==> src/rtl/sec_pkg.sv <==
// Shared types, constants and the escape function of the string escape encoder.
// Depends on nothing; sec_front, sec_queue, sec_back and the top import it.
`timescale 1ns / 1ps
`default_nettype none

package sec_pkg;

  localparam int SEC_MAX_CAPACITY = 1024;
  localparam int SEC_CAP_W        = 11;
  localparam int SEC_QDEPTH       = 4;

  localparam logic [SEC_CAP_W-1:0] SEC_CAP_RESET = 11'd900;

  // characters with a special meaning
  localparam logic [7:0] CH_NUL   = 8'h00;
  localparam logic [7:0] CH_BSL   = 8'h5c;
  localparam logic [7:0] CH_QUOTE = 8'h22;
  localparam logic [7:0] CH_LF    = 8'h0a;
  localparam logic [7:0] CH_CR    = 8'h0d;
  localparam logic [7:0] CH_TAB   = 8'h09;
  localparam logic [7:0] CH_N     = 8'h6e;
  localparam logic [7:0] CH_R     = 8'h72;
  localparam logic [7:0] CH_T     = 8'h74;
  localparam logic [7:0] CH_X     = 8'h78;
  localparam logic [7:0] CH_PRINT_LO = 8'h20;
  localparam logic [7:0] CH_DEL      = 8'h7f;

  localparam logic [7:0] SEC_HEX_DIGITS [16] = '{
    8'h30, 8'h31, 8'h32, 8'h33, 8'h34, 8'h35, 8'h36, 8'h37,
    8'h38, 8'h39, 8'h61, 8'h62, 8'h63, 8'h64, 8'h65, 8'h66
  };

  // One escape sequence: up to four bytes, last_idx is length - 1
  typedef struct packed {
    logic [1:0]      last_idx;
    logic [3:0][7:0] seq;
  } sec_entry_t;

  typedef struct packed {
    logic       valid;
    sec_entry_t entry;
  } sec_push_t;

  function automatic sec_entry_t sec_escape(input logic [7:0] b);
    sec_entry_t e;
    logic [7:0] second;
    second = CH_NUL;
    unique case (b)
      CH_BSL:   second = CH_BSL;
      CH_QUOTE: second = CH_QUOTE;
      CH_LF:    second = CH_N;
      CH_CR:    second = CH_R;
      CH_TAB:   second = CH_T;
      default:  second = CH_NUL;
    endcase
    e.seq      = '0;
    e.last_idx = 2'd0;
    if (second != CH_NUL) begin
      e.seq[0]   = CH_BSL;
      e.seq[1]   = second;
      e.last_idx = 2'd1;
    end else if (b >= CH_PRINT_LO && b < CH_DEL) begin
      e.seq[0]   = b;
    end else begin
      e.seq[0]   = CH_BSL;
      e.seq[1]   = CH_X;
      e.seq[2]   = SEC_HEX_DIGITS[b[7:4]];
      e.seq[3]   = SEC_HEX_DIGITS[b[3:0]];
      e.last_idx = 2'd3;
    end
    return e;
  endfunction

endpackage

`default_nettype wire

==> src/rtl/sec_if.sv <==
// Valid/ready channel interfaces of the string escape encoder: input byte,
// output byte and capacity write. No dependencies.
`timescale 1ns / 1ps
`default_nettype none

interface sec_in_if;
  logic       valid;
  logic       ready;
  logic [7:0] in_byte;
  modport source (output valid, output in_byte, input ready);
  modport sink   (input valid, input in_byte, output ready);
endinterface

interface sec_out_if;
  logic       valid;
  logic       ready;
  logic [7:0] out_byte;
  logic       run_last;
  modport source (output valid, output out_byte, output run_last, input ready);
  modport sink   (input valid, input out_byte, input run_last, output ready);
endinterface

interface sec_cfg_if;
  logic        valid;
  logic        ready;
  logic [10:0] capacity;
  modport source (output valid, output capacity, input ready);
  modport sink   (input valid, input capacity, output ready);
endinterface

`default_nettype wire

==> src/rtl/sec_front.sv <==
// Front end: accepts source bytes, classifies them, applies the fit rule and
// queues escape sequences. Holds the capacity register. Uses sec_pkg, sec_if.
`timescale 1ns / 1ps
`default_nettype none

module sec_front
  import sec_pkg::*;
#(
  parameter int MAX_CAPACITY = SEC_MAX_CAPACITY
) (
  input  wire            clk,
  input  wire            rst_n,
  sec_in_if.sink         in_ch,
  sec_cfg_if.sink        cfg_ch,
  input  wire            q_full,
  output sec_push_t      push
);

  localparam int UW = $clog2(MAX_CAPACITY);
  localparam int EW = (SEC_CAP_W > UW + 1) ? SEC_CAP_W : UW + 1;
  localparam logic [EW-1:0] MAX_C = EW'(MAX_CAPACITY);

  logic [SEC_CAP_W-1:0] cap_r;
  logic [UW-1:0]        bytes_used_r, bytes_used_nxt;
  logic                 stopped_r, stopped_nxt;

  logic [EW-1:0] eff_cap;
  logic [EW:0]   sum;
  logic          fits;
  logic          accept;
  logic          is_zero;
  sec_entry_t    esc;
  sec_entry_t    term;

  assign in_ch.ready  = !q_full;
  assign cfg_ch.ready = 1'b1;

  assign accept  = in_ch.valid && in_ch.ready;
  assign is_zero = (in_ch.in_byte == CH_NUL);
  assign esc     = sec_escape(in_ch.in_byte);

  always_comb begin
    term          = '0;
    term.seq[0]   = CH_NUL;
    term.last_idx = 2'd0;
  end

  // zero reads as one, anything above the ceiling saturates
  always_comb begin
    if (cap_r == '0) begin
      eff_cap = EW'(1);
    end else if (EW'(cap_r) > MAX_C) begin
      eff_cap = MAX_C;
    end else begin
      eff_cap = EW'(cap_r);
    end
  end

  assign sum  = (EW+1)'(bytes_used_r) + (EW+1)'({1'b0, esc.last_idx}) + (EW+1)'(1);
  assign fits = sum < {1'b0, eff_cap};

  assign push.valid = accept && (is_zero || (!stopped_r && fits));
  assign push.entry = is_zero ? term : esc;

  always_comb begin
    bytes_used_nxt = bytes_used_r;
    stopped_nxt    = stopped_r;
    if (accept) begin
      if (is_zero) begin
        bytes_used_nxt = '0;
        stopped_nxt    = 1'b0;
      end else if (!stopped_r) begin
        if (fits) begin
          bytes_used_nxt = UW'(sum);
        end else begin
          stopped_nxt = 1'b1;
        end
      end
    end
  end

  always_ff @(posedge clk) begin
    if (!rst_n) begin
      cap_r        <= SEC_CAP_RESET;
      bytes_used_r <= '0;
      stopped_r    <= 1'b0;
    end else begin
      bytes_used_r <= bytes_used_nxt;
      stopped_r    <= stopped_nxt;
      if (cfg_ch.valid && cfg_ch.ready) begin
        cap_r <= cfg_ch.capacity;
      end
    end
  end

  a_zero_clears: assert property (@(posedge clk) disable iff (!rst_n)
    accept && is_zero |=> bytes_used_r == '0 && !stopped_r)
    else $error("terminator did not clear the string state");

  a_no_push_full: assert property (@(posedge clk) disable iff (!rst_n)
    push.valid |-> !q_full)
    else $error("word pushed into a full queue");

  a_stopped_drops: assert property (@(posedge clk) disable iff (!rst_n)
    accept && !is_zero && stopped_r |-> !push.valid && stopped_nxt)
    else $error("stopped string emitted a word");

  a_used_bound: assert property (@(posedge clk) disable iff (!rst_n)
    EW'(bytes_used_r) < MAX_C)
    else $error("byte count beyond buffer ceiling");

endmodule

`default_nettype wire

==> src/rtl/sec_queue.sv <==
// Short queue of escape sequences between front and back end.
// Uses sec_pkg.
`timescale 1ns / 1ps
`default_nettype none

module sec_queue
  import sec_pkg::*;
#(
  parameter int DEPTH = SEC_QDEPTH
) (
  input  wire        clk,
  input  wire        rst_n,
  input  sec_push_t  push,
  input  wire        pop,
  output logic       full,
  output logic       empty,
  output sec_entry_t head
);

  localparam int AW = $clog2(DEPTH);
  localparam int CW = $clog2(DEPTH + 1);
  localparam logic [AW-1:0] LAST_PTR = AW'(DEPTH - 1);

  sec_entry_t    mem_r [DEPTH];
  logic [AW-1:0] wr_ptr_r, rd_ptr_r;
  logic [CW-1:0] count_r;
  logic          do_push, do_pop;

  assign full    = (count_r == CW'(DEPTH));
  assign empty   = (count_r == '0);
  assign head    = mem_r[rd_ptr_r];
  assign do_push = push.valid && !full;
  assign do_pop  = pop && !empty;

  always_ff @(posedge clk) begin
    if (do_push) begin
      mem_r[wr_ptr_r] <= push.entry;
    end
  end

  always_ff @(posedge clk) begin
    if (!rst_n) begin
      wr_ptr_r <= '0;
      rd_ptr_r <= '0;
      count_r  <= '0;
    end else begin
      if (do_push) begin
        wr_ptr_r <= (wr_ptr_r == LAST_PTR) ? '0 : wr_ptr_r + AW'(1);
      end
      if (do_pop) begin
        rd_ptr_r <= (rd_ptr_r == LAST_PTR) ? '0 : rd_ptr_r + AW'(1);
      end
      unique case ({do_push, do_pop})
        2'b10:   count_r <= count_r + CW'(1);
        2'b01:   count_r <= count_r - CW'(1);
        default: count_r <= count_r;
      endcase
    end
  end

endmodule

`default_nettype wire

==> src/rtl/sec_back.sv <==
// Back end: walks the head sequence one byte a cycle, when the output is not
// stalled, into the output register. Uses sec_pkg, sec_if.
`timescale 1ns / 1ps
`default_nettype none

module sec_back
  import sec_pkg::*;
(
  input  wire        clk,
  input  wire        rst_n,
  input  sec_entry_t head,
  input  wire        q_empty,
  output logic       pop,
  sec_out_if.source  out_ch
);

  logic [1:0] idx_r;
  logic       out_valid_r;
  logic [7:0] out_byte_r;
  logic       out_last_r;
  logic       load;
  logic       at_last;

  assign load    = !q_empty && (!out_valid_r || out_ch.ready);
  assign at_last = (idx_r == head.last_idx);
  assign pop     = load && at_last;

  assign out_ch.valid    = out_valid_r;
  assign out_ch.out_byte = out_byte_r;
  assign out_ch.run_last = out_last_r;

  always_ff @(posedge clk) begin
    if (load) begin
      out_byte_r <= head.seq[idx_r];
      out_last_r <= at_last;
    end
  end

  always_ff @(posedge clk) begin
    if (!rst_n) begin
      idx_r       <= '0;
      out_valid_r <= 1'b0;
    end else begin
      if (load) begin
        idx_r       <= at_last ? 2'd0 : idx_r + 2'd1;
        out_valid_r <= 1'b1;
      end else if (out_ch.ready) begin
        out_valid_r <= 1'b0;
      end
    end
  end

endmodule

`default_nettype wire

==> src/rtl/string_escape_encoder.sv <==
// String escape encoder: takes one source byte per word and gives its C-style
// escaped form one byte per word, run_last marking the final byte of each sequence.
// The back end emits one byte per cycle while out_ch is ready, so an input yields 1,
// 2 or 4 output bytes (plain, two-byte escape, hex escape); a zero byte gives the
// single terminator byte and a dropped byte gives no output at all.
// Hex escapes set the sustained worst case, limited by the single output
// register. A queue of QUEUE_DEPTH sequences lets input run ahead of output.
// Capacity writes are taken in any cycle and act on the next input.
// Depends on sec_pkg, sec_if, sec_front, sec_queue, sec_back.
`timescale 1ns / 1ps
`default_nettype none

module string_escape_encoder
  import sec_pkg::*;
#(
  parameter int MAX_CAPACITY = SEC_MAX_CAPACITY,
  parameter int QUEUE_DEPTH  = SEC_QDEPTH
) (
  input  wire        clk,
  input  wire        rst_n,
  sec_in_if.sink     in_ch,
  sec_out_if.source  out_ch,
  sec_cfg_if.sink    cfg_ch
);

  sec_push_t  push;
  sec_entry_t head;
  logic       q_full;
  logic       q_empty;
  logic       pop;

  sec_front #(
    .MAX_CAPACITY (MAX_CAPACITY)
  ) u_front (
    .clk    (clk),
    .rst_n  (rst_n),
    .in_ch  (in_ch),
    .cfg_ch (cfg_ch),
    .q_full (q_full),
    .push   (push)
  );

  sec_queue #(
    .DEPTH (QUEUE_DEPTH)
  ) u_queue (
    .clk   (clk),
    .rst_n (rst_n),
    .push  (push),
    .pop   (pop),
    .full  (q_full),
    .empty (q_empty),
    .head  (head)
  );

  sec_back u_back (
    .clk     (clk),
    .rst_n   (rst_n),
    .head    (head),
    .q_empty (q_empty),
    .pop     (pop),
    .out_ch  (out_ch)
  );

endmodule

`default_nettype wire
==> src/flat_wrapper.sv <==
// flat-port wrapper written by rule: the top's interface ports become plain ports
module string_escape_encoder_flat import sec_pkg::*;
#(
  parameter int MAX_CAPACITY = SEC_MAX_CAPACITY,
  parameter int QUEUE_DEPTH  = SEC_QDEPTH
)
  (clk, rst_n, in_ch_valid, in_ch_in_byte, in_ch_ready, out_ch_valid, out_ch_out_byte, out_ch_run_last, out_ch_ready, cfg_ch_valid, cfg_ch_capacity, cfg_ch_ready);
  sec_in_if in_ch_i ();
  sec_out_if out_ch_i ();
  sec_cfg_if cfg_ch_i ();
  input  wire clk;
  input  wire rst_n;
  input wire logic [$bits(in_ch_i.valid)-1:0] in_ch_valid;
  input wire logic [$bits(in_ch_i.in_byte)-1:0] in_ch_in_byte;
  output wire logic [$bits(in_ch_i.ready)-1:0] in_ch_ready;
  output wire logic [$bits(out_ch_i.valid)-1:0] out_ch_valid;
  output wire logic [$bits(out_ch_i.out_byte)-1:0] out_ch_out_byte;
  output wire logic [$bits(out_ch_i.run_last)-1:0] out_ch_run_last;
  input wire logic [$bits(out_ch_i.ready)-1:0] out_ch_ready;
  input wire logic [$bits(cfg_ch_i.valid)-1:0] cfg_ch_valid;
  input wire logic [$bits(cfg_ch_i.capacity)-1:0] cfg_ch_capacity;
  output wire logic [$bits(cfg_ch_i.ready)-1:0] cfg_ch_ready;
  assign in_ch_i.valid = in_ch_valid;
  assign in_ch_i.in_byte = in_ch_in_byte;
  assign in_ch_ready = in_ch_i.ready;
  assign out_ch_valid = out_ch_i.valid;
  assign out_ch_out_byte = out_ch_i.out_byte;
  assign out_ch_run_last = out_ch_i.run_last;
  assign out_ch_i.ready = out_ch_ready;
  assign cfg_ch_i.valid = cfg_ch_valid;
  assign cfg_ch_i.capacity = cfg_ch_capacity;
  assign cfg_ch_ready = cfg_ch_i.ready;
  string_escape_encoder #(.MAX_CAPACITY(MAX_CAPACITY), .QUEUE_DEPTH(QUEUE_DEPTH)) u_core (.clk(clk), .rst_n(rst_n), .in_ch(in_ch_i), .out_ch(out_ch_i), .cfg_ch(cfg_ch_i));
endmodule
==> config.mk <==
export PLATFORM = sky130hd
export DESIGN_NAME = string_escape_encoder_flat
export DESIGN_NICKNAME = d
export VERILOG_FILES = /design/src/rtl/sec_pkg.sv /design/src/rtl/sec_if.sv /design/src/rtl/sec_front.sv /design/src/rtl/sec_queue.sv /design/src/rtl/sec_back.sv /design/src/rtl/string_escape_encoder.sv /design/src/flat_wrapper.sv
export SDC_FILE = /design/constraint.sdc
export NUM_CORES = 1
export LEC_CHECK = 0
export BUFFER_PORTS_ARGS = -buffer_cell sky130_fd_sc_hd__buf_2
export CAP_MARGIN = 40
export CORE_ASPECT_RATIO = 1.2
export CORE_MARGIN = 5
export CORE_UTILIZATION = 30
export CTS_CLUSTER_SIZE = 28
export DETAILED_ROUTE_END_ITERATION = 7
export PLACE_DENSITY = 0.45
export SETUP_SLACK_MARGIN = 0.05
export SYNTH_ARGS = -nofsm -noshare
export SYNTH_HDL_FRONTEND = slang
export SYNTH_SLANG_ARGS = --single-unit
==> constraint.sdc <==
create_clock -name clk -period 11.7 [get_ports clk]
set_input_delay 1.755 -clock clk [delete_from_list [all_inputs] [get_ports clk]]
set_output_delay 1.755 -clock clk [all_outputs]
set_load 0.02 [all_outputs]
==> results of run 1 <==
==> worst paths after layout <==
check                                       from                          to  slack (ns)
setup / recovery                in_ch_in_byte[5]  u_core.u_queue.mem_r[3][1]        4.64
hold / removal        u_core.u_back.out_ch.valid  u_core.u_back.out_ch.valid        0.47
setup reg to reg  u_core.u_front.bytes_used_r[0]  u_core.u_queue.mem_r[3][1]        7.08
hold reg to reg       u_core.u_back.out_ch.valid  u_core.u_back.out_ch.valid        0.47
==> state kept, by name, indices dropped and copies added, names as in the netlist, 2 cells and up, named ones only <==
name                           count
u_core.u_back.idx_r                2
u_core.u_back.out_ch.out_byte      8
u_core.u_front.bytes_used_r       10
u_core.u_front.cap_r              11
u_core.u_queue.count_r             3
u_core.u_queue.mem_r             112
u_core.u_queue.rd_ptr_r            2
u_core.u_queue.wr_ptr_r            2
==> kinds of logic (layout without fill, tap and decap cells) <==
logic type      Yosys count  in the layout  share of synthesized area (%)
flops                   155            155                           60.4
simple gates            135            135                           9.62
compound gates           71             71                           6.64
buf+inv                  54             96                           3.35
mux                      51             51                           13.1
fa+ha+maj                29             29                           5.29
xor+xnor                 12             12                           1.47
other cells               2              5                          0.105
==> critical path, cell delays in order <==
cell	delay, ns
buf_2	0.14
inv_1	0.14
ha_1	0.22
and2_1	0.26
a31oi_1	0.16
o21ai_0	0.45
nor2_2	0.12
ha_1	0.23
fa_1	0.44
and3b_1	0.32
nand3_1	0.18
inv_1	0.12
and3_1	0.16
ha_1	0.25
a211oi_1	0.23
nand2_1	0.07
a21oi_1	0.61
o211a_2	0.47
and2_2	0.75
==> metrics by stage <==
step | setup WS [ns] | util [%] | cells | hold WS [ns]
final | 4.64 | 35.2 | 869 | 0.473
after global routing | 4.10 | 35.2 | 869 | 0.502
after CTS | 4.69 | 35.2 | 869 | 0.475
after detailed placement | 4.25 | 32.6 | 837 | 0.466
after global placement | 4.42 | 32.6 | 836 | 0.461
after floorplan | 5.00 | - | 512 | 0.453
==> area by class of cell <==
| class | instances | share of cell area [%] |
|---|---|---|
| flip-flops and latches | 155 | 52.5 |
| clock inverters | 15 | 2.18 |
| clock buffers | 17 | 5.18 |
| well taps | 315 | 4.80 |
| inverters | 26 | 1.19 |
| multi-input cells | 303 | 31.7 |
| repair buffers | 38 | 2.48 |
==> power breakdown <==
group	internal, mW	switching, mW
combinational	0.152	0.189
clock	0.322	0.241
sequential	0.682	0.0393
total	1.16	0.470
==> per-layer routing <==
metal  vias up  global-route usage [%]  wire [µm]
li1       1990                       -          -
met1      2111                    14.8       6700
met2        83                    20.7       7890
met3        24                    3.11        607
met4         0                    4.23        252
met5         -                       0          0
==> layout by cell type, fill, tap and decap left out, drive strengths merged, types with 7 or more instances in the layout <==
cell type,instances
nand3,7
and2,11
edfxtp,121
nand2,44
dfxtp,34
buf,37
o21ai,13
clkbuf,17
xnor2,9
mux2i,17
mux4,33
a21oi,16
nor2,30
inv,33
ha,27
==> results.md, run 1 <==
- Slew Limit Headroom: ~35%
- P&R area growth vs syn: 15.1%
- Final setup TNS: 0 ns
- Synth cell count leaders: edfxtp_1, nand2_1, dfxtp_1, mux4_2, nor2_1
- EDFF count, synth: 121
- TritonCTS buffer count: 17
- Crit-path max FO: 28
- Synth Warn #: 0
- Area contributors post-synth: edfxtp_1, dfxtp_1, mux4_2
- Clock Tree Buf Depth: 2
- Crit end category: flop
- Starting Density: 30.6%
- Synthesized area: 0.00714 mm²
- Clock Tree Root: clkbuf_16
- Critical path class: in2reg
- Flip-flop and latch area: 0.00432 mm²
- Min-Delay Path Depth: 2
- Filler cells: 2,343
- Startpoint Class: input port
- Crit share post-route: 60.4%
- Row count: 61
- Iteration-0 DRC Markers: 306
- Count of cell types in the netlist: 60
- Synth top area share: about half
- RSZ-0062 raised after global routing: false
- DP HPWL: 10.4 mm
- Global-route wire length before repair: 24.4 mm
- Sequential element share of the synthesized area: 60.4%
- R2R depth: 13
- Clk Latency, worst-skew pair: 0.43 ns
- Worst Path Required: ~12 ns
- CTS tree: done
- Pre-antenna DRT Iters: 4
- Multi-input logic area: 0.00260 mm²
- Diodes inserted: 0
- Max IR drop VDD: 0.103 mV
- Setup bufs post-CTS: 0
- Initial antenna violation count: 0
- Total wire length: 15.5 mm
- Max_cap viols: 0
- Vias in the first global route: 4,399
- Mean Syn Cell Area: 14.0 µm²
- Slew @ Worst Pin: 0.960 ns
- Yosys reg bits: 155
- Post-synth top flop: edfxtp_1
- DRC: 0
- Power Density: approximately 200 mW/mm²
- Design Area, Final: between 0.008 and 0.009 mm²
- Ports: 36
- Post-route ant nets: 0
- Fmax: 142 MHz
- Pins Over Slew Limit: 0
- LEAKAGE: 2.91 nW
- Final Hold Fails: 0
- Via/cell ratio: 4.84
- Final min period: around 7 ns
- Core Footprint: 0.0234 mm²
- Total global routing overflow: 0
- Critical Path AT: 7.11 ns
- Port bufs: 34
- Drt wl/cell: ~18 µm
- Chip height: 179 µm
- Final setup viols: 0
- Hold bufs inserted after CTS: 0
- CTS H-Tree Depth: 4
- Class of the worst hold path: reg2reg
- Cells after Synth: 509
- Ys async rst share: 0%
- Outcome: finished, final reports clean
- Total power: 1.63 mW
- Layout cells sized above 1: 21.3%
- Clock-pin transition on the worst setup and hold timing paths: ~0.06 ns
- DR vias: between 4k and 5k
- Largest net degree at the start of global routing: 29
- Area after DPL: 0.00761 mm²
- Die area: between 0.02 and 0.03 mm²
- GRT Total Usage: between 10 and 15%
- Final Skew: 0.0126 ns
- Most numerous cell in the Yosys netlist: edfxtp_1
- Cell taking the most area after synthesis: edfxtp_1
- Gp weighted congestion: between 0.8 and 0.9
- Final-stage net count: between 500 and 600
- Die width: 151 µm
- CTS Sinks: 155
- # resized after CTS: 0
Note: power is estimated with default switching activity, not from simulation.
==> inputs of run 2 (changes only) <==
PLACE_DENSITY = 0.46   (was 0.45)
clock period = 6.2 ns   (was 11.7 ns; I/O delays follow)
==> run 2 against run 1 <==
  * Sequential power rose by 90%
  * Via count fell by 0.45%
  * Flip-flop and latch count did not move
  * Non-clock buffer count rose by 6
  * Clock power rose by 81%
  * Critical path depth rose by 7
  * Final cell count rose by 0.58%
  * Count of clock-buffer cells in the layout did not move
  * Total power rose by 87%
  * Combinational power rose by 91%
  * Worst setup slack got worse by 4.2 ns
  * Critical path type unchanged
==> results.md, run 2 (synthesis gave the netlist of run 1 again) <==
- Pins Over Slew Limit: 0 (unchanged)
- Area after DPL: 0.00771 mm² (was 0.00761 mm²)
- LEAKAGE: 2.95 nW (was 2.91 nW)
- Final Skew: 0.00937 ns (was 0.0126 ns)
- Clock Tree Root: clkbuf_16 (unchanged)
- Initial antenna violation count: 0 (unchanged)
- Startpoint Class: input port (unchanged)
- Final setup viols: 0 (unchanged)
- Commonest non-fill, non-tap cells in the layout: edfxtp_1, nand2_1, buf_2 (unchanged)
- Clk Latency, worst-skew pair: 0.42 ns (was 0.43 ns)
- Final Util: 35.5% (was 35.2%)
- Critical Path AT: 6.08 ns (was 7.11 ns)
- Critical path class: in2reg (unchanged)
- DRC: 0 (unchanged)
- Setup ws final: 0.453 ns (was 4.64 ns)
- DP HPWL: 10.7 mm (was 10.4 mm)
- Worst slack at placement: 0.0819 ns (was 4.25 ns)
- RSZ-0062 raised after global routing: false (unchanged)
- Slew @ Worst Pin: 0.863 ns (was 0.960 ns)
- Max_cap viols: 0 (unchanged)
- Clock-pin transition on the worst setup and hold timing paths: 0.06 ns (about the same)
- Crit-path max FO: 7 (was 28)
- Die area: 0.0270 mm² (unchanged)
- Post-route ant nets: 0 (unchanged)
- Register with the most flip-flops: u_core.u_queue.mem_r (unchanged)
- Worst Path Required: 6.54 ns (was 11.75 ns)
- Crit share post-route: 92.7%
- Outcome: finished, final reports clean (unchanged)
- Power Density: 367 mW/mm² (was 198 mW/mm²)
- CTS H-Tree Depth: 4 (unchanged)
- P&R area growth vs syn: 16.1% (was 15.1%)
- Cell with the largest stage delay on the worst path: fa_1 (was and2_2)
- Max IR drop VDD: 0.192 mV (was 0.103 mV)
- Final min period: roughly 5.7 ns
- Vias in the first global route: 4,388 (was 4,399)
- Largest registers: u_core.u_queue.mem_r (112), u_core.u_front.cap_r (11), u_core.u_front.bytes_used_r (10) (unchanged)
- Row count: 61 (unchanged)
- Die width: 151 µm (unchanged)
- CTS Sinks: 155 (unchanged)
- Slew Limit Headroom: 42.0% (was 35.4%)
- # resized after CTS: 0 (unchanged)
- Core Footprint: 0.0234 mm² (unchanged)
- Max FFs per register: 112 (unchanged)
- Chip height: 179 µm (unchanged)
- GRT Total Usage: 12.2% (was 12.1%)
- Final setup TNS: 0 ns (unchanged)
- Gp weighted congestion: 0.831 (was 0.812)
- Pre-antenna DRT Iters: 4 (unchanged)
- Via/cell ratio: 4.79 (was 4.84)
- Design Area, Final: 0.00829 mm² (was 0.00822 mm²)
- Slowest stage delay, CP: 0.45 ns (was 0.75 ns)
- Diodes inserted: 0 (unchanged)
- DR vias: 4,189 (was 4,208)
- Final Hold Fails: 0 (unchanged)
- Hold bufs inserted after CTS: 0 (unchanged)
- Starting Density: 30.6% (unchanged)
- Iteration-0 DRC Markers: 235 (was 306)
- Total global routing overflow: 0 (unchanged)
- Class of the worst hold path: reg2reg (unchanged)
- Drt wl/cell: 17.6 µm (was 17.8 µm)
- Commonest non-fill, non-tap cell in the layout: edfxtp_1 (unchanged)
- Fmax: 174 MHz
- Total wire length: 15.4 mm (was 15.5 mm)
- Crit end category: flop (unchanged)
- Clock Tree Buf Depth: 2 (unchanged)
- CTS tree: done (unchanged)
- Setup bufs post-CTS: 0 (unchanged)
- Port bufs: 34 (unchanged)
- Layout cells sized above 1: 21.1% (was 21.3%)
- TritonCTS buffer count: 17 (unchanged)
- Largest net degree at the start of global routing: 29 (unchanged)
- Final-stage net count: 600 (was 594)
- Ports: 36 (unchanged)
- Global-route wire length before repair: 24.6 mm (was 24.4 mm)
## run 2: cell types whose count changed in the layout (fill, tap and decap cells not counted), sizes merged
cell,before,now
inv,33,25
bufinv,2,3
clkinv,3,11
buf,37,44
clkinvlp,3,1
clkdlybuf4s15,1,0
## run 2: layout make-up
type,count,area (µm²)
repair buffers,44,305
clock inverters,14,155
well taps,315,394
inverters,26,97.6
flip-flops and latches,155,4320
fillers,2310,15100
multi-input cells,303,2600
clock buffers,17,425
## run 2: path summary, 6_finish.rpt
check,start,end,slack [ns],cells past startpoint
worst max register to register,u_core.u_front.bytes_used_r[0],u_core.u_queue.count_r[2],1.93,20
worst min register to register,u_core.u_back.out_ch.valid,u_core.u_back.out_ch.valid,0.48,2
worst min-delay path,u_core.u_back.out_ch.valid,u_core.u_back.out_ch.valid,0.48,2
worst max-delay path,in_ch_in_byte[5],u_core.u_queue.count_r[2],0.45,26
## run 2: metrics by stage
step           power (mW)  instances  hold slack [ns]
3_3_place_gp         2.05        841            0.458
5_1_grt              3.21        874            0.504
6_report             3.04        874            0.475
3_5_place_dp         2.07        843            0.471
2_1_floorplan        1.85        512            0.453
4_1_cts              3.10        874            0.481
## run 2: where the power goes
part,internal [mW],switching [mW],leakage [nW],total (mW)
clock network,0.624,0.391,0.285,1.02
logic,0.304,0.350,1.27,0.654
registers,1.29,0.0844,1.39,1.37
total,2.21,0.826,2.95,3.04
## run 2: worst max-delay path: cells and delay by family
family / cells / cell delay, ns
adders and majority gates: 6 / 1.70
xor gates and xnor gates: 2 / 0.30
AOI/OAI and AO/OA: 6 / 1.16
buffers and inverters: 5 / 0.47
and+or+nand+nor: 7 / 1.51
## run 2: metal layers
layer / part of all wire, % / GRT usage, % / vias up
met1: 42 / 14.3 / 2056
met3: 4.7 / 3.59 / 23
met5: 0 / 0 / -
met2: 52 / 21.3 / 113
li1: - / - / 1997
met4: 1.9 / 4.42 / 0
